<file path="config.mk">
export PLATFORM = sky130hd
export DESIGN_NAME = bbpe_front
export DESIGN_NICKNAME = d
export VERILOG_FILES = /design/src/hw/rtl/bbpe_pkg.sv /design/src/hw/rtl/bbpe_front.sv
export SDC_FILE = /design/constraint.sdc
export NUM_CORES = 1
export LEC_CHECK = 0
export ABC_AREA = 1
export ABC_CLOCK_PERIOD_IN_PS = 1800
export BUFFER_PORTS_ARGS = -buffer_cell sky130_fd_sc_hd__buf_2
export CAP_MARGIN = 20
export CORE_AREA = 2 2 69 71
export DETAILED_ROUTE_END_ITERATION = 16
export DIE_AREA = 0 0 71 73
export PLACE_DENSITY = 0.71
export SLEW_MARGIN = 20
export SYNTH_ARGS = -nofsm -noshare
export SYNTH_HDL_FRONTEND = slang
export SYNTH_SLANG_ARGS = --single-unit
</file>
<file path="constraint.sdc">
create_clock -name vclk -period 1.8
set_input_delay 0.36 -clock vclk [all_inputs]
set_output_delay 0.36 -clock vclk [all_outputs]
set_load 0.02 [all_outputs]
</file>
<file path="src/hw/rtl/bbpe_pkg.sv">
// ----------------------------------------------------------------------------
// bbpe_pkg
// Shared types and constants of the bicubic Bezier patch evaluator.
// ----------------------------------------------------------------------------
package bbpe_pkg;

  // coordinate and parameter formats
  localparam int unsigned COORD_W = 24;
  localparam int unsigned FRAC_W  = 16;
  localparam int unsigned PARAM_W = FRAC_W + 1;
  localparam int unsigned IDX_W   = 4;
  localparam int unsigned NPTS    = 16;

  // rebuilt interior points need two more bits than a stored point
  localparam int unsigned KEXT_W = COORD_W + 2;
  // weight times point
  localparam int unsigned PROD_W = PARAM_W + 1 + KEXT_W;
  // sixteen terms with weights summing to about one
  localparam int unsigned ACC_W  = PROD_W + 4;

  localparam logic [PARAM_W-1:0] PARAM_ONE = PARAM_W'(1) << FRAC_W;

  // command codes
  localparam logic CMD_LOAD = 1'b0;
  localparam logic CMD_EVAL = 1'b1;

  // one queued item
  typedef struct packed {
    logic                       cmd;
    logic [IDX_W-1:0]           index;
    logic signed [COORD_W-1:0]  x;
    logic signed [COORD_W-1:0]  y;
    logic [PARAM_W-1:0]         s;
    logic [PARAM_W-1:0]         t;
  } item_t;

  // handshake of the queue write side
  typedef struct packed {
    logic  valid;
    item_t item;
  } push_t;

  // interior points are rebuilt, never loaded
  function automatic logic is_interior(input logic [IDX_W-1:0] idx);
    is_interior = (idx == IDX_W'(5)) || (idx == IDX_W'(6)) ||
                  (idx == IDX_W'(9)) || (idx == IDX_W'(10));
  endfunction

endpackage

</file>
<file path="src/hw/rtl/bbpe_front.sv">
// ----------------------------------------------------------------------------
// bbpe_front
// Accepts items, drops interior loads and clamps parameters to one.
// ----------------------------------------------------------------------------
module bbpe_front (
  input  logic                                in_valid_i,
  output logic                                in_ready_o,
  input  logic                                command_i,
  input  logic [bbpe_pkg::IDX_W-1:0]          point_index_i,
  input  logic signed [bbpe_pkg::COORD_W-1:0] point_x_i,
  input  logic signed [bbpe_pkg::COORD_W-1:0] point_y_i,
  input  logic [bbpe_pkg::PARAM_W-1:0]        param_s_i,
  input  logic [bbpe_pkg::PARAM_W-1:0]        param_t_i,
  output bbpe_pkg::push_t                     push_o,
  input  logic                                push_ready_i
);

  logic drop;

  // interior loads are taken and discarded
  assign drop = (command_i == bbpe_pkg::CMD_LOAD) && bbpe_pkg::is_interior(point_index_i);

  assign in_ready_o = drop | push_ready_i;

  // build the queue entry
  always_comb begin
    push_o.valid      = in_valid_i & ~drop;
    push_o.item.cmd   = command_i;
    push_o.item.index = point_index_i;
    push_o.item.x     = point_x_i;
    push_o.item.y     = point_y_i;
    push_o.item.s     = (param_s_i > bbpe_pkg::PARAM_ONE) ? bbpe_pkg::PARAM_ONE : param_s_i;
    push_o.item.t     = (param_t_i > bbpe_pkg::PARAM_ONE) ? bbpe_pkg::PARAM_ONE : param_t_i;
  end

endmodule

</file>
Yosys cells after proc, flatten, opt, wreduce, memory -nomap -nowiden
Cells that the tools add are included.
- flip-flop bits (word level): 0
- input port bits: 89
- output and inout bits: 89
- bitwise operators: 4
- reduce and logical (&&, ||, !) cells: 4
- mux-type cells: 2
- equal/unequal tests: 4
- order comparisons: 2
- operator list (cell ; number):
    > comparator 17 bit (second input constant) ; 2
    2-to-1 mux 17 bit ; 2
    == test 4 x 3 -> 1 bit (second input constant) ; 2
    == test 4 bit (second input constant) ; 2
    logical OR 1 bit ; 3
    inverter 1 bit ; 2
    bitwise AND 1 bit ; 1
    logical AND 1 bit ; 1
    OR 1 bit ; 1

Depth between registers and ports, before layout
Gate-level depths: netlist of run 1.
- depth in word-level cells: 7
- mapped depth: 6
- gate-level depth less buffers: 5

Least setup slack after synthesis of run 1
Ideal clock, no wire load.
- path kind: input-to-output
- start: input param_t_i[10] in the netlist's numbering
- end: output push_o[0] in the netlist's numbering
- data required time: 1440 ps
- slack: 327 ps
- buffers on the path: 1
- arrival time: 1113 ps
- cell stages on the path: 6
- cells stage by stage: nor2_1 > nand2_1 > nor2_2 > nand2_2 > buf_6 > a21oi_2
- RTL lines (element ; RTL line ; RTL):
    start, declared ; bbpe_front.sv:13 ; input logic [bbpe_pkg::PARAM_W-1:0] param_t_i,
    end, declared ; bbpe_front.sv:14 ; output bbpe_pkg::push_t push_o,

==> results of run 1 <==
==> Yosys cell counts <==
cell type	count
a21boi_0	1
a21oi_1	13
a21oi_2	20
buf_2	4
buf_4	53
buf_6	2
clkbuf_1	2
inv_1	33
nand2_1	10
nand2_2	2
nor2_1	16
nor2_2	4
o21bai_1	1
xor2_1	1
==> critical path: cells and delay by family <==
family	cells	cell delay [ns]
and+or+nand+nor	4	0.51
buffers and inverters	2	0.29
AOI/OAI and AO/OA	1	0.16
==> what timing repair did <==
item,4_1_cts,5_1_grt
endpoints found under the setup margin,1,16
resized for setup,1,1
cloned,0,0
==> through the flow <==
step / instance area, um2 / util, % / hold WS [ns] / setup WS [ns] / std cells
finish: 1011 / 22.29 / 0.7200 / 0.1188 / 237
floorplan: 970.9 / - / 0.8210 / 0.3269 / 162
global route: 1011 / 22.29 / 0.7200 / 0.003317 / 237
detailed placement: 1001 / 22.07 / 0.7201 / 0.003320 / 237
CTS: 1006 / 22.18 / 0.7201 / 0.03929 / 237
global placement: 1001 / 22.07 / 0.7201 / 0.01957 / 237
==> kinds of logic after synthesis <==
| group | Yosys count | synth area share, % |
|---|---|---|
| buffers and inverters | 94 | 58.89 |
| AO/OA/AOI/OAI | 35 | 26.29 |
| AND/OR/NAND/NOR | 32 | 13.92 |
| XOR/XNOR | 1 | 0.9022 |
==> metal layers <==
metal	vias up	routed length (um)
met3	20	240
met2	54	919
li1	471	-
met5	-	0
met4	0	146
met1	365	686
==> worst paths after layout <==
check / from / to / slack [ns] / depth (start not counted)
setup / recovery: param_t_i[7] / push_o[6] / 0.12 / 7
hold / removal: point_y_i[3] / push_o[37] / 0.72 / 0
==> layout make-up <==
class | instances | area [um2]
timing repair buffer | 82 | 410.4
inverter | 33 | 123.9
tap | 54 | 67.56
fill | 508 | 3525
multi-input combinational | 68 | 409.1
==> power by group through the flow <==
stage                     combinational, uW  sequential (uW)  clock [uW]
after floorplan                         306                0           0
after global placement                  239                0           0
after detailed placement                242                0           0
after CTS                               243                0           0
after global routing                    264                0           0
final                                   240                0           0
==> reports/metrics.yaml, run 1 <==
drt:
  num_vias: 910
  first_pass_iters: 3
  drt-initial-drc-count: 21
  totalWireLength_um: 1993
  routedWlPerCell_um: 8.409
  drc: 0
  ant_nets: 0
  viasPerCell: 3.840
synthesis:
  yosys_warnings: 0
  yosys.area.top_type: "buf_4"
  seq_area_frac_synth_pct: 0
  synth_cell_types: 14
  syn_nets: 251
  ys_top_cells_by_area: "buf_4 (41%), a21oi_2 (18%), inv_1 (13%)"
  syn_inst: 162
  syn_area_um2: 970.9
  synth_top_area_share_pct: 40.98
  avgSynthCellArea_um2: 5.993
floorplan:
  core_area_um2: 4536
  die_x_um: 71
  ios: 178
  dieHeight_um: 73
  dieArea_um2: 5183
  initial_core_util_pct: 21.41
  placement_rows: 25
clock_tree:
  cts_setup_buffers: 0
  holdBufCountCts: 0
setup_path:
  cp_data_required_time_ns: 1.44
  slowest_stage: "buf_2"
  crit_type: "primary input to output port"
  cp.arrival_ns: 1.32
  startpoint_type: "primary input"
  end_kind: "output port"
  crit_fanout: 16
  critPathMostFrequentCell: "buf_2"
  worstPathCellList: "buf_2, nor2_1, nand2_1, nor2_2, nand2_4, a21oi_1, buf_2"
  critical_path.max_stage_delay_ns: 0.18
power:
  power.leakage_uw: 0.0006667
  irDropWorstVdd_mv: 0.08779
  power_frac_seq_pct: 0
  netSwitchingFraction_pct: 60.73
  pwr-share-comb_pct: 100.0
  p_int_uw: 94.20
  finalPower_uw: 239.9
  p_per_area_nw_per_um2: 237.3
  power.share.clock_pct: 0
  power_switching_uw: 145.7
sta:
  finalHoldViolations: 0
  post-route-min-period_ns: 1.681
  fmax_ghz: 0.5948
  setup_viol_count_final: 0
  rsz0062_at_grt: "false"
  finalCritPeriodShare_pct: 93.40
  maxSlewHeadroom_pct: 73.74
  finalMaxSlewViolations: 0
  worst-slew-pin-transition_ns: 0.3939
  tns_ns: 0
grt:
  grtUsageMet2_pct: 11.32
  grt_max_degree: 18
  gr-usage-met3_pct: 1.105
  grt-ovfl-total: 0
  antenna_found_initial: 0
  first_global_vias: 744
  met1_usage_pct: 7.078
  grt_usage_pct: 6.757
  grt_pass1_wl_um: 3077
  busiest_layer: "met2"
layout:
  num_antenna_cells: 0
  drive_above_1_share_pct: 59.02
  layout_commonest_cell: "buf_2"
  seq_cell_count: 0
  nNetsFinal: 274
  regArea_um2: 0
  area_growth_pct: 4.124
  layout_common_cells: "buf_2 (82), inv_1 (33), a21oi_2 (20)"
  clkbuf_count: 0
run_status:
  status: "completed"
placed_design:
  dpl.hpwl_um: 1774
  gp_congestion: 0.6441
  port_buffers: 82
flow_run:
  maxCapViolCount: 0
worst_hold_path:
  hp-class: "primary input to output port"
Power figures use the tool's default switching activity.
==> run 2: changes to the inputs <==
--- a/config.mk
+++ b/config.mk
@@ -6,13 +6,13 @@
 export NUM_CORES = 1
 export LEC_CHECK = 0
 export ABC_AREA = 1
-export ABC_CLOCK_PERIOD_IN_PS = 1800
+export ABC_CLOCK_PERIOD_IN_PS = 1450
 export BUFFER_PORTS_ARGS = -buffer_cell sky130_fd_sc_hd__buf_2
 export CAP_MARGIN = 20
-export CORE_AREA = 2 2 69 71
+export CORE_AREA = 2 2 70 72
 export DETAILED_ROUTE_END_ITERATION = 16
-export DIE_AREA = 0 0 71 73
-export PLACE_DENSITY = 0.71
+export DIE_AREA = 0 0 72 74
+export PLACE_DENSITY = 0.72
 export SLEW_MARGIN = 20
 export SYNTH_ARGS = -nofsm -noshare
 export SYNTH_HDL_FRONTEND = slang
==> constraint.sdc (replaced) <==
create_clock -name vclk -period 1.45
set_input_delay 0.29 -clock vclk [all_inputs]
set_output_delay 0.29 -clock vclk [all_outputs]
set_load 0.02 [all_outputs]
==> reports/metrics.yaml, run 2 (synthesis gave the netlist of run 1 again) <==
worst_hold_path:
  hold_depth: 0
  hp-class: "primary input to output port"
sta:
  tns_ns: -0.8375
  finalCritPeriodShare_pct: 106.9
  setup_viol_count_final: 23
  finalMaxSlewViolations: 0
  rsz0062_at_grt: "true"
  worst-slew-pin-transition_ns: 0.4823
  post-route-min-period_ns: 1.550
  maxSlewHeadroom_pct: 67.85
  hold_ws_ns: 0.5800
  finalHoldViolations: 0
  finalWorstSetupSlack_ns: -0.1004
  fmax_ghz: 0.6450
run_status:
  violations: "negative setup slack"
  status: "finished with violations"
power:
  power.leakage_uw: 0.0008428
  pwr-share-comb_pct: 100.0
  finalPower_uw: 469.7
  irDropWorstVdd_mv: 0.1543
  power_switching_uw: 239.8
  power.share.clock_pct: 0
  netSwitchingFraction_pct: 51.06
  power_frac_seq_pct: 0
  p_per_area_nw_per_um2: 285.3
  p_int_uw: 229.9
floorplan:
  initial_core_util_pct: 21.12
  die_x_um: 72
  dieHeight_um: 74
  placement_rows: 25
  dieArea_um2: 5328
  core_area_um2: 4598
  ios: 178
layout:
  regArea_um2: 0
  clkbuf_count: 0
  drive_above_1_share_pct: 78.53
  fin_util_pct: 35.81
  layout_commonest_cell: "buf_6"
  area_growth_pct: 69.59
  final_area_um2: 1647
  layout_common_cells: "buf_6 (42), inv_1 (33), buf_4 (26)"
  nNetsFinal: 282
  seq_cell_count: 0
  num_antenna_cells: 0
setup_path:
  critical_path.max_stage_delay_ns: 0.17
  startpoint_type: "primary input"
  crit_fanout: 5
  crit_type: "primary input to output port"
  cp_data_required_time_ns: 1.16
  cp.arrival_ns: 1.26
  end_kind: "output port"
  slowest_stage: "clkbuf_16"
  startpoint: "param_s_i[2]"
  critPathMostFrequentCell: "nor2_4"
  cp-endpoint: "push_o[18]"
  worstPathCellList: "buf_6, nor2_4, nand2_2, nor2_4, nand2_4, clkbuf_16, a21oi_2, buf_4"
drt:
  wirelength_met1_um: 980
  first_pass_iters: 4
  totalWireLength_um: 3322
  viasPerCell: 4.310
  num_vias: 1056
  met2_length_um: 1985
  maxUsedRoutingLayer: "met4"
  ant_nets: 0
  routedWlPerCell_um: 13.56
  met3_length_um: 339
  drc: 0
  drt-initial-drc-count: 15
grt:
  antenna_found_initial: 0
  first_global_vias: 917
  grt-ovfl-total: 0
  grt_usage_pct: 9.325
  grt_pass1_wl_um: 4077
  grt_max_degree: 18
flow_run:
  maxCapViolCount: 0
placed_design:
  port_buffers: 82
  dpl.hpwl_um: 2151
  dpl-instance-area_um2: 1051
  gp_congestion: 0.6624
-- run 2: changes by cell type in the layout (fill, tap and decap cells not counted), sizes merged --
cell	before	now
buf	82	87
clkbuf	0	2
nand2	12	13
-- run 2: power by group through the flow --
stage / Clock [uW] / Sequential (uW) / Combinational [uW]
final: 0 / 0 / 470
after global placement: 0 / 0 / 306
after CTS: 0 / 0 / 386
after global routing: 0 / 0 / 497
after floorplan: 0 / 0 / 380
after detailed placement: 0 / 0 / 309
-- run 2: layer usage --
metal  track usage, %  up-vias
met5                0        -
li1                 -      490
met1            8.273      478
met2            21.30       84
met4            1.258        0
met3            1.897        4
-- run 2: how the worst min path moves through the flow --
stage,startpoint,end
3_3_place_gp,point_y_i[0],push_o[34]
5_1_grt,point_x_i[11],push_o[69]
4_1_cts,point_y_i[0],push_o[34]
2_1_floorplan,param_t_i[0],push_o[0]
6_report,point_y_i[11],push_o[45]
3_5_place_dp,point_y_i[0],push_o[34]
-- run 2: worst max-delay path, delay by kind of cell --
kind,cells,cell delay [ns]
buf+inv,3,0.43
compound gates,1,0.13
simple gates,4,0.40
-- run 2: repair_timing --
action / CTS / global route
gates resized for setup: 73 / 62
pin swaps: 21 / 23
setup buffers: 1 / 0
endpoints found under the hold margin: 0 / 0
cloned: 1 / 1
hold buffers: 0 / 0
endpoints found under the setup margin: 30 / 32
-- run 2: metrics by stage --
stage | std cells | setup slack (ns)
5_1_grt | 245 | -0.1565
2_1_floorplan | 162 | 0.1169
6_report | 245 | -0.1004
3_3_place_gp | 242 | -0.1520
3_5_place_dp | 242 | -0.1940
4_1_cts | 244 | -0.04059
-- run 2: cell type report --
type               count  area [um2]
fillers              454        2952
repair buffers        89       810.8
multi-input cells     69       644.4
inverters             33       123.9
well taps             54       67.56
