**src/hw/rtl/bbpe_pkg.sv**
```systemverilog
// ----------------------------------------------------------------------------
// bbpe_pkg
// Shared types and constants of the bicubic Bezier patch evaluator.
// ----------------------------------------------------------------------------
package bbpe_pkg;

  // coordinate and parameter formats
  localparam int unsigned COORD_W = 24;
  localparam int unsigned FRAC_W  = 16;
  localparam int unsigned PARAM_W = FRAC_W + 1;
  localparam int unsigned IDX_W   = 4;
  localparam int unsigned NPTS    = 16;

  // rebuilt interior points need two more bits than a stored point
  localparam int unsigned KEXT_W = COORD_W + 2;
  // weight times point
  localparam int unsigned PROD_W = PARAM_W + 1 + KEXT_W;
  // sixteen terms with weights summing to about one
  localparam int unsigned ACC_W  = PROD_W + 4;

  localparam logic [PARAM_W-1:0] PARAM_ONE = PARAM_W'(1) << FRAC_W;

  // command codes
  localparam logic CMD_LOAD = 1'b0;
  localparam logic CMD_EVAL = 1'b1;

  // one queued item
  typedef struct packed {
    logic                       cmd;
    logic [IDX_W-1:0]           index;
    logic signed [COORD_W-1:0]  x;
    logic signed [COORD_W-1:0]  y;
    logic [PARAM_W-1:0]         s;
    logic [PARAM_W-1:0]         t;
  } item_t;

  // handshake of the queue write side
  typedef struct packed {
    logic  valid;
    item_t item;
  } push_t;

  // interior points are rebuilt, never loaded
  function automatic logic is_interior(input logic [IDX_W-1:0] idx);
    is_interior = (idx == IDX_W'(5)) || (idx == IDX_W'(6)) ||
                  (idx == IDX_W'(9)) || (idx == IDX_W'(10));
  endfunction

endpackage

```
**src/hw/rtl/bbpe_fifo.sv**
```systemverilog
// ----------------------------------------------------------------------------
// bbpe_fifo
// Two-entry queue between the front and the back.
// ----------------------------------------------------------------------------
module bbpe_fifo (
  input  logic              clk_i,
  input  logic              rst_ni,
  input  bbpe_pkg::push_t   push_i,
  output logic              push_ready_o,
  output logic              pop_valid_o,
  output bbpe_pkg::item_t   pop_item_o,
  input  logic              pop_ready_i
);

  bbpe_pkg::item_t mem_q [2];
  logic            wr_ptr_q, wr_ptr_d;
  logic            rd_ptr_q, rd_ptr_d;
  logic [1:0]      cnt_q, cnt_d;
  logic            wr_en, rd_en;

  assign push_ready_o = (cnt_q != 2'd2);
  assign pop_valid_o  = (cnt_q != 2'd0);
  assign pop_item_o   = mem_q[rd_ptr_q];

  assign wr_en = push_i.valid & push_ready_o;
  assign rd_en = pop_valid_o & pop_ready_i;

  // pointer and count update
  always_comb begin
    wr_ptr_d = wr_ptr_q ^ wr_en;
    rd_ptr_d = rd_ptr_q ^ rd_en;
    cnt_d    = cnt_q;
    if (wr_en && !rd_en) begin
      cnt_d = cnt_q + 2'd1;
    end else if (!wr_en && rd_en) begin
      cnt_d = cnt_q - 2'd1;
    end
  end

  always_ff @(posedge clk_i or negedge rst_ni) begin
    if (!rst_ni) begin
      wr_ptr_q <= 1'b0;
      rd_ptr_q <= 1'b0;
      cnt_q    <= 2'd0;
    end else begin
      wr_ptr_q <= wr_ptr_d;
      rd_ptr_q <= rd_ptr_d;
      cnt_q    <= cnt_d;
    end
  end

  // entry storage
  always_ff @(posedge clk_i) begin
    if (wr_en) begin
      mem_q[wr_ptr_q] <= push_i.item;
    end
  end

endmodule

```
**config.mk**
```make
export PLATFORM = sky130hd
export DESIGN_NAME = bbpe_fifo
export DESIGN_NICKNAME = d
export VERILOG_FILES = /design/src/hw/rtl/bbpe_pkg.sv /design/src/hw/rtl/bbpe_fifo.sv
export SDC_FILE = /design/constraint.sdc
export NUM_CORES = 1
export LEC_CHECK = 0
export BUFFER_PORTS_ARGS = -buffer_cell sky130_fd_sc_hd__buf_2
export CORE_UTILIZATION = 50
export DETAILED_ROUTE_END_ITERATION = 8
export PLACE_DENSITY = 0.77
export SLEW_MARGIN = 40
export SYNTH_ARGS = -nofsm -noshare
export SYNTH_HDL_FRONTEND = slang
export SYNTH_SLANG_ARGS = --single-unit
```
**constraint.sdc**
```tcl
create_clock -name clk_i -period 6.3 [get_ports clk_i]
set_input_delay 0.315 -clock clk_i [delete_from_list [all_inputs] [get_ports clk_i]]
set_output_delay 0.315 -clock clk_i [all_outputs]
set_load 0.005 [all_outputs]
```
Yosys cells after proc, flatten, opt, wreduce, memory -nomap -nowiden
Memory sizes are Yosys's and may differ from the RTL's.
Cells that the tools add are included.
{"block": "word_totals", "register_bits": 4, "ram_bits": 174, "out_inout_bits": 89, "elab_cells": 21, "mem_count": 1}
{"memory": "mem_q", "depth": 2, "width": 87, "rd": 1, "rd_ports_with_merged_regs": 0, "write_ports": 1, "line": "bbpe_fifo.sv:15", "rtl": "bbpe_pkg::item_t mem_q [2];"}
{"block": "op_classes", "addsub": 2, "n_eq_ne": 1, "n_mux": 4, "bitwise": 4, "n_reduce_logical": 6}
{"op": "two-way mux 2 bit", "count": 2}
{"op": "nonzero test 2 bit", "count": 2}
{"op": "adder 2 x 1 -> 2 bit, second input constant", "count": 1}
{"op": "bitwise AND 1 bit", "count": 2}
{"op": "logical AND 1 bit", "count": 2}
{"op": "zero test 1 bit", "count": 2}
{"op": "two-way mux 1 bit", "count": 2}
{"op": "!= test 2 bit, second input constant", "count": 1}
{"op": "subtractor 2 x 1 -> 2 bit, second input constant", "count": 1}
{"op": "bitwise XOR 1 bit", "count": 2}

Logic depth before layout (Yosys ltp)
Gate-level depths: netlist (run 1).
{"block": "depth", "depth_word": 6, "depth_mapped": 6, "depth_no_buf": 6}

Worst setup path before layout (run 1)
OpenSTA, ideal clock, no wires.
{"block": "synth_path", "path_type": "register to register", "from": "register cnt_q[0]", "to": "memory mem_q[1][0] in the netlist's numbering (enable)", "setup_time_ps": 456, "arrival_ps": 2772, "slack_ps": 3072, "stages_incl_launch_ff": 4, "path_buffers": 0, "synth_period_minus_slack_ps": 3228, "path_cell_list": "dfrtp_1 -> nand2b_1 -> and2_1 -> ha_1"}
{"block": "synth_between", "elab_chain_len": 4}
{"element": "start, declared", "line": "bbpe_fifo.sv:18", "rtl": "logic [1:0] cnt_q, cnt_d;"}
{"element": "start signal, assigned", "line": "bbpe_fifo.sv:48", "rtl": "cnt_q <= cnt_d;"}
{"element": "!= test 2 bit", "line": "bbpe_fifo.sv:21", "rtl": "assign push_ready_o = (cnt_q != 2'd2);"}
{"element": "named net push_ready_o", "line": "bbpe_fifo.sv:9", "rtl": "output logic push_ready_o,"}
{"element": "bitwise AND 1 bit", "line": "bbpe_fifo.sv:25", "rtl": "assign wr_en = push_i.valid & push_ready_o;"}
{"element": "two-way mux 1 bit", "line": "bbpe_fifo.sv:54", "rtl": "if (wr_en) begin"}
{"element": "two-way mux 1 bit (not written as such)", "line": "bbpe_fifo.sv:55", "rtl": "mem_q[wr_ptr_q] <= push_i.item;"}
{"element": "end, declared", "line": "bbpe_fifo.sv:15"}
The timed path passes the listed nets, and every way through them passes these cells.

==> results of run 1 <==
## power breakdown
part / leakage (nW) / total, mW / internal (mW) / switching (mW)
combinational: 1.21 / 1.00 / 0.528 / 0.475
sequential: 1.66 / 1.71 / 1.62 / 0.0856
clock: 0.295 / 1.10 / 0.698 / 0.399
## flip-flops by register name, summed over array words and instances, names as in the netlist
| signal | count |
|---|---|
| cnt_q | 2 |
| mem_q | 174 |
| rd_ptr_q | 1 |
| wr_ptr_q | 1 |
## routing by layer
metal	vias to the layer above	GRT usage
li1	1523	-
met1	1560	0.186
met2	121	0.269
met3	13	0.0664
met4	0	0.0658
met5	-	0
## repair_timing
action | CTS | global route
endpoints found under the hold margin | 4 | 0
hold buffers | 1 | 0
setup endpoints to repair | 0 | 0
## synthesized netlist by cell type (2+ instances only)
master    number  share of area
xor2_1         2         0.0027
edfxtp_1     174           0.80
buf_2          6         0.0046
inv_1          2         0.0011
mux2_4        20          0.046
mux2_2        67           0.11
dfrtp_1        4          0.015
buf_6          4         0.0069
xnor2_1        2         0.0027
ha_1           3         0.0057
## how the worst max path moves through the flow
stage                           to  slack [ns]  depth (start not counted)
floorplan              mem_q[1][0]        3.07                          3
global placement     pop_item_o[4]        3.94                          3
detailed placement    mem_q[0][60]        4.15                          4
CTS                  pop_item_o[4]        3.70                          3
global route        pop_item_o[81]        3.63                          3
finish              pop_item_o[81]        3.72                          3
## placed cells by master (no fill, tap or decap)
master / instances
and2_1: 1
buf_2: 179
buf_6: 3
bufinv_16: 5
clkbuf_1: 3
clkbuf_16: 17
clkinv_1: 2
clkinv_2: 1
clkinv_4: 1
clkinvlp_4: 2
dfrtp_1: 3
dfrtp_4: 1
dlygate4sd3_1: 1
edfxtp_1: 174
ha_1: 1
ha_4: 2
inv_1: 2
mux2_2: 67
mux2_4: 20
nand2_1: 1
nand2b_1: 1
nor2_1: 1
or2_2: 1
xnor2_1: 2
xor2_1: 2
## cell families after synthesis
group / after synthesis
xor+xnor: 4
fa+ha+maj: 3
buf+inv: 12
flops: 178
mux: 87
simple gates: 5
## metrics by stage
step	hold slack [ns]	power, mW	instance area [µm²]	utilization	std cells
after floorplan	0.0194	2.37	6560	-	289
after global placement	0.138	2.74	7650	0.601	633
after detailed placement	0.137	2.76	7660	0.602	633
after CTS	0.0621	3.86	8290	0.652	665
after global routing	0.0602	4.00	8290	0.652	665
final	0.0850	3.81	8290	0.652	665
## worst max-delay path, delay by kind of cell, from the launching register on
kind | cells | cell delay (ns)
buffers and inverters | 2 | 0.70
flip-flops | 1 | 0.61
multiplexers | 1 | 0.43
## area by class of cell
cell class	count	area, µm²
sequential	178	5330
clock buffer	20	437
inverter	2	7.51
clock inverter	11	186
tap	172	215
multi-input combinational	99	1180
fill	916	4430
timing repair buffer	183	940
==> results.md, run 1 <==
- Nets@finish: 575
- Antenna cells: 0
- PnR worst setup slack: 3.72 ns
- Tcrit/Tclk final: 0.409
- Drt pass-1 iters: 4
- Post-Route WL: 10.7 mm
- Critical Path Start Type: flip-flop
- DRT iter0 DRCs: 168
- Initial Util: 0.516
- DR DRC count: 0
- Post-synth EDFFs: 174
- Clock root buffer: clkbuf_16
- Peak supply drop: 0.295 mV
- Highest Signal Layer: met4
- Crit path largest cell delay: 0.61 ns
- Crit Path Max Fanout: 72
- Clock period minus worst slack: 2.58 ns
- Mux cell area share after synthesis: 0.161
- Yosys reg bits: 178
- Simple-Gate Fraction of Synth Area: 0.00400
- Cell Area, Synth: 6560 µm²
- Die Ht: 117 µm
- CTS Buffer Depth: 2
- Syn Nets: 383
- Initial antenna violation count: 0
- Post-DP HPWL: 6.84 mm
- CP Data Required Time: 5.98 ns
- Mean number of vias per cell: 4.84
- Share of cells above drive strength 1: 0.606
- Synth Instances: 289
- Largest net degree at the start of global routing: 73
- Routability cong.: 0.688
- Metal-1 WL: 4.36 mm
- Clock transition at the registers of the reported paths: 0.06 ns
- Hold Crit Depth: 1
- Worst skew pair latency: 0.42 ns
- Slowest cell on crit path: dfrtp_4
- Dpl ws: 4.15 ns
- Clk sinks: 178
- Final setup viols: 0
- Syn. warnings: 0
- Tightest Hold Check Type: primary input to flip-flop
- Final ANT Viol Nets: 0
- Resize count post-CTS: 0
- Wire per inst: 16.1 µm
- DR vias: 3217
- First-pass GRT wire length: 15.6 mm
- Setup Total Neg Slack: 0 ns
- Hold_sp: push_i[30]
- Total grt overflow: 0
- Unrepaired setup endpoints after global routing: no
- Row count: 41
- Area Overhead vs Synth: 26.4%
- CTS Buf Count: 17
- Mapped Avg Cell Area: 22.7 µm²
- Adder-Cell Fraction of Synth Area: 0.00572
- Ys flop type: edfxtp_1
- Complex-gate fraction of the synthesized area: 0
- CTS tree: yes
- Launching point of the worst reg2reg path: cnt_q[0]
- Relative slew slack: 0.515
- Crit path launch: rd_ptr_q
- Largest family of logic cells by synthesized area: multiplexers
- Netlist cell types: 15
- CP arrival: 2.26 ns
- XOR/XNOR Fraction of Synth Area: 0.00534
- WL met3: 860 µm
- Reg2reg end: mem_q[0][0]
- Maximum Capacitance Violations: 0
- Met2 Routed Length: 5.32 mm
- Leak Pwr: 3.17 nW
- Crit-path cells: buf_6, mux2_2, buf_2
- Final hold vios: 0
- Slew at the pin closest to its max-slew limit: 0.728 ns
- Worst Skew: 0.00597 ns
- Pwr/cell area: 459 nW/µm²
- R2R cell count: 4
- Sequential area share after synthesis: 0.812
- R2R Setup Slk: 4.18 ns
- Synth async-reset ratio: 0.0225
- IO Port Bufs: 179
- Critical path class: flip-flop to primary output
- Gr usage total: 0.162
- H-Tree Depth: 4
- Setup bufs post-CTS: 0
- Outcome: finished, final reports clean
- Die width: 117 µm
- Core ar.: 12700 µm²
- IO Pins: 180
- Area of the die: 13600 µm²
- Crit. End Element: primary output
- Fmax: 0.388 GHz
- Vias in the first global route: 3179
- Hold EP: mem_q[1][30]
- Final Max Tran Viols: 0
Power figures use the tool's default switching activity.
==> inputs of run 2 (changes only) <==
ABC_AREA = 1   (was default)
clock period = 2.5 ns   (was 6.3 ns; I/O delays follow)
==> run 2 against run 1 <==
Clock-buffer cell count down 2. Clock power is 120% higher. Cell count increased by 42%. Global-route usage increased by 5.4 points. Total power grew to 2.5 times the previous value. First-iteration DRC count is 52% higher. Worst hold slack lost 0.048 ns. Combinational power grew to 3.0 times the previous value. Via count increased by 40%. Clock skew barely moved. Register-to-register slack lost 3.6 ns.
==> results.md, run 2 <==
- Outcome: finished, final reports clean (unchanged)
- Comb power frac: 0.308 (was 0.264)
- Synth Instances: 482 (was 289)
- Clk network pwr share: 0.252 (was 0.288)
- Post-Route WL: 14.2 mm (was 10.7 mm)
- Gr usage total: 0.215 (was 0.162)
- Share of cells above drive strength 1: 0.282 (was 0.606)
- Final hold vios: 0 (unchanged)
- Tcrit/Tclk final: 0.779
- PnR worst setup slack: 0.553 ns (was 3.72 ns)
- Core ar.: 12700 µm² (unchanged)
- Sequential Power Share: 0.440 (was 0.448)
- WP depth: 5 (was 3)
- R2R cell count: 4 (unchanged)
- Syn. warnings: 0 (unchanged)
- Number of flip-flops in the largest register: 174 (unchanged)
- Sequential area share after synthesis: 0.812 (unchanged)
- Largest area contributor in the netlist: edfxtp_1 (unchanged)
- Netlist cell types: 13 (was 15)
- Mapped Avg Cell Area: 13.6 µm² (was 22.7 µm²)
- Reg2reg end: mem_q[0][48] (was mem_q[0][0])
- IO Pins: 180 (unchanged)
- Clock root buffer: clkbuf_16 (unchanged)
- Synth top area share: 0.796 (unchanged)
- Crit-path leading delay family: buffers and inverters (unchanged)
- Critical path class: flip-flop to primary output (unchanged)
- DRT iter0 DRCs: 256 (was 168)
- Ys flop type: edfxtp_1 (unchanged)
- Cell mode on critical path: nand2_1
- Crit Path Max Fanout: 50 (was 72)
- Drt pass-1 iters: 4 (unchanged)
- Vias in the first global route: 4454 (was 3179)
- CTS tree: yes (unchanged)
- IO Port Bufs: 179 (unchanged)
- Top flop regs: mem_q: 174 flops, cnt_q: 2 flops (unchanged)
- Die width: 117 µm (unchanged)
- Clk sinks: 178 (unchanged)
- Wire per inst: 15.1 µm (was 16.1 µm)
- Placed cells: 820 (was 633)
- Area Overhead vs Synth: 39.1% (was 26.4%)
- Synth async-reset ratio: 0.0225 (unchanged)
- Most common cell after layout, fill and taps aside: nand2_1 (was buf_2)
- Most common cell in the synthesized netlist: nand2_1 (was edfxtp_1)
- Tightest Hold Check Type: primary input to async pin (was primary input to flip-flop)
- Cell Area, Synth: 6560 µm² (unchanged)
- Largest net degree at the start of global routing: 89 (was 73)
- First-pass GRT wire length: 21.0 mm (was 15.6 mm)
- Resize count post-CTS: 0 (unchanged)
- Relative slew slack: 0.505 (was 0.515)
- Die Ht: 117 µm (unchanged)
- Layout Cells excl Fill: 942 (was 665)
- Post-synth EDFFs: 174 (unchanged)
- Crit. End Element: primary output (unchanged)
- CTS Buf Count: 17 (unchanged)
- Critical Path Start Type: flip-flop (unchanged)
- Peak supply drop: 0.735 mV (was 0.295 mV)
- Mean number of vias per cell: 4.77 (was 4.84)
- Reg with most FFs: mem_q (unchanged)
- Slowest cell on crit path: dfrtp_2 (was dfrtp_4)
- Slew at the pin closest to its max-slew limit: 0.736 ns (was 0.728 ns)
- CP Data Required Time: 2.38 ns (was 5.98 ns)
- Launching point of the worst reg2reg path: cnt_q[0] (unchanged)
- Maximum Capacitance Violations: 0 (unchanged)
- CP bufs+invs: 3 (was 2)
- DR vias: 4498 (was 3217)
- Initial antenna violation count: 1 (was 0)
- Final setup viols: 0 (unchanged)
- Yosys reg bits: 178 (unchanged)
- Worst skew pair latency: 0.43 ns (was 0.42 ns)
- Final Max Tran Viols: 0 (unchanged)
- Unrepaired setup endpoints after global routing: no (unchanged)
- Initial Util: 0.516 (unchanged)
- Int Power: 6.57 mW (was 2.85 mW)
- Final ANT Viol Nets: 0 (unchanged)
- Sw power: 3.07 mW (was 0.960 mW)
- CP arrival: 1.82 ns (was 2.26 ns)
- DR DRC count: 0 (unchanged)
- Commonest non-fill, non-tap cells in the layout: 270 x nand2_1, 179 x buf_2, 174 x edfxtp_1 (was 179 x buf_2, 174 x edfxtp_1, 67 x mux2_2)
- Nets@finish: 850 (was 575)
- Total grt overflow: 0 (unchanged)
- Worst Skew: 0.00638 ns (was 0.00597 ns)
- Crit-path cells: inv_4, buf_12, nand2_1, nand2_1, buf_2 (was buf_6, mux2_2, buf_2)
- Row count: 41 (unchanged)
- Commonest cells post-synth: 270 x nand2_1, 174 x edfxtp_1, 12 x buf_2, 6 x inv_1 (was 174 x edfxtp_1, 67 x mux2_2, 20 x mux2_4, 6 x buf_2)
- Area of the die: 13600 µm² (unchanged)
- Clock transition at the registers of the reported paths: 0.06 ns (about the same)
- Clock period minus worst slack: 1.95 ns
- Crit path largest cell delay: 0.43 ns (was 0.61 ns)
- Fmax: 0.514 GHz
- Switching Fraction: 0.318 (was 0.252)
- Syn Nets: 576 (was 383)
- Routability cong.: 0.692 (was 0.688)
- Post-route cell area: 9120 µm² (was 8290 µm²)
- Leak Pwr: 3.93 nW (was 3.17 nW)
- CTS Buffer Depth: 2 (unchanged)
- Post-DP HPWL: 7.98 mm (was 6.84 mm)
- Area after DPL: 7690 µm² (was 7660 µm²)
- Dpl ws: 0.554 ns (was 4.15 ns)
- Setup Total Neg Slack: 0 ns (unchanged)
- H-Tree Depth: 4 (unchanged)
- R2R Setup Slk: 0.57 ns (was 4.18 ns)
- Pwr/cell area: 1060 nW/µm² (was 459 nW/µm²)
- Top post-synthesis cells by area: edfxtp_1 80%, nand2_1 15%, dfrtp_1 1.5% (was edfxtp_1 80%, mux2_2 11%, mux2_4 4.6%)
## run 2: cell count changes in the layout (fill, tap and decap cells not counted), sizes merged, moves of 3 or more
cell and delta:
nand2 +269, buf +3, bufinv -4, inv +6
clkinv +6, mux2 -87, dlygate4sd3 +88
## run 2: cell families (layout without fill, tap and decap cells)
family | after synthesis | count (layout) | synth area share
buf+inv | 26 | 313 | 0.0233
flops | 178 | 178 | 0.812
compound gates | 1 | 1 | 0.00114
simple gates | 273 | 273 | 0.157
fa+ha+maj | 3 | 3 | 0.00572
xor+xnor | 1 | 1 | 0.00134
other cells | 0 | 1 | 0
## run 2: power by group through the flow
stage	logic, mW	registers, mW	clock network [mW]
floorplan	1.60	4.32	0
global placement	2.80	4.27	0
detailed placement	2.86	4.30	0
CTS	2.98	4.25	2.46
global route	3.35	4.30	2.59
finish	2.97	4.24	2.43
## run 2: worst max-delay path by stage
| stage | startpoint | to | slack, ns |
|---|---|---|---|
| global route | cnt_q[0] | mem_q[1][7] | 0.40 |
| detailed placement | cnt_q[0] | mem_q[1][40] | 0.55 |
| global placement | cnt_q[0] | mem_q[0][42] | 0.67 |
| finish | rd_ptr_q | pop_item_o[75] | 0.55 |
| CTS | rd_ptr_q | pop_item_o[75] | 0.52 |
| floorplan | cnt_q[0] | mem_q[1][0] | -0.81 |
## run 2: worst register-to-register path: cells and delay by family (launching register included)
kind	cells	cell delay, ns
AO/OA/AOI/OAI	1	0.59
flip-flops	1	0.38
adder cells (fa/ha/maj)	1	0.27
buffers and inverters	2	0.34
## run 2: per-layer routing
metal / vias up / GRT usage / part of all wire
met3: 29 / 0.0649 / 0.071
li1: 2176 / - / -
met5: - / 0 / 0
met2: 174 / 0.378 / 0.52
met1: 2119 / 0.236 / 0.38
met4: 0 / 0.116 / 0.025
## run 2: through the flow
stage	hold WS [ns]	util	power, mW
after detailed placement	-0.0611	0.604	7.17
after global routing	0.0395	0.717	10.2
final	0.0368	0.717	9.64
after floorplan	-0.171	-	5.91
after global placement	-0.0663	0.604	7.07
after CTS	0.0284	0.717	9.69
## run 2: area by class of cell
type	count	area, µm²
tap	172	215
sequential	178	5330
multi-input combinational	278	1110
inverter	7	28.8
antenna	1	2.50
clock inverter	14	115
clock buffer	18	429
timing repair buffer	274	1900
fill	847	3600
## run 2: timing repair
| item | in CTS | in global routing |
|---|---|---|
| hold endpoints to repair | 179 | 0 |
| hold buffers | 89 | 0 |
| buffers inserted | 0 | 0 |
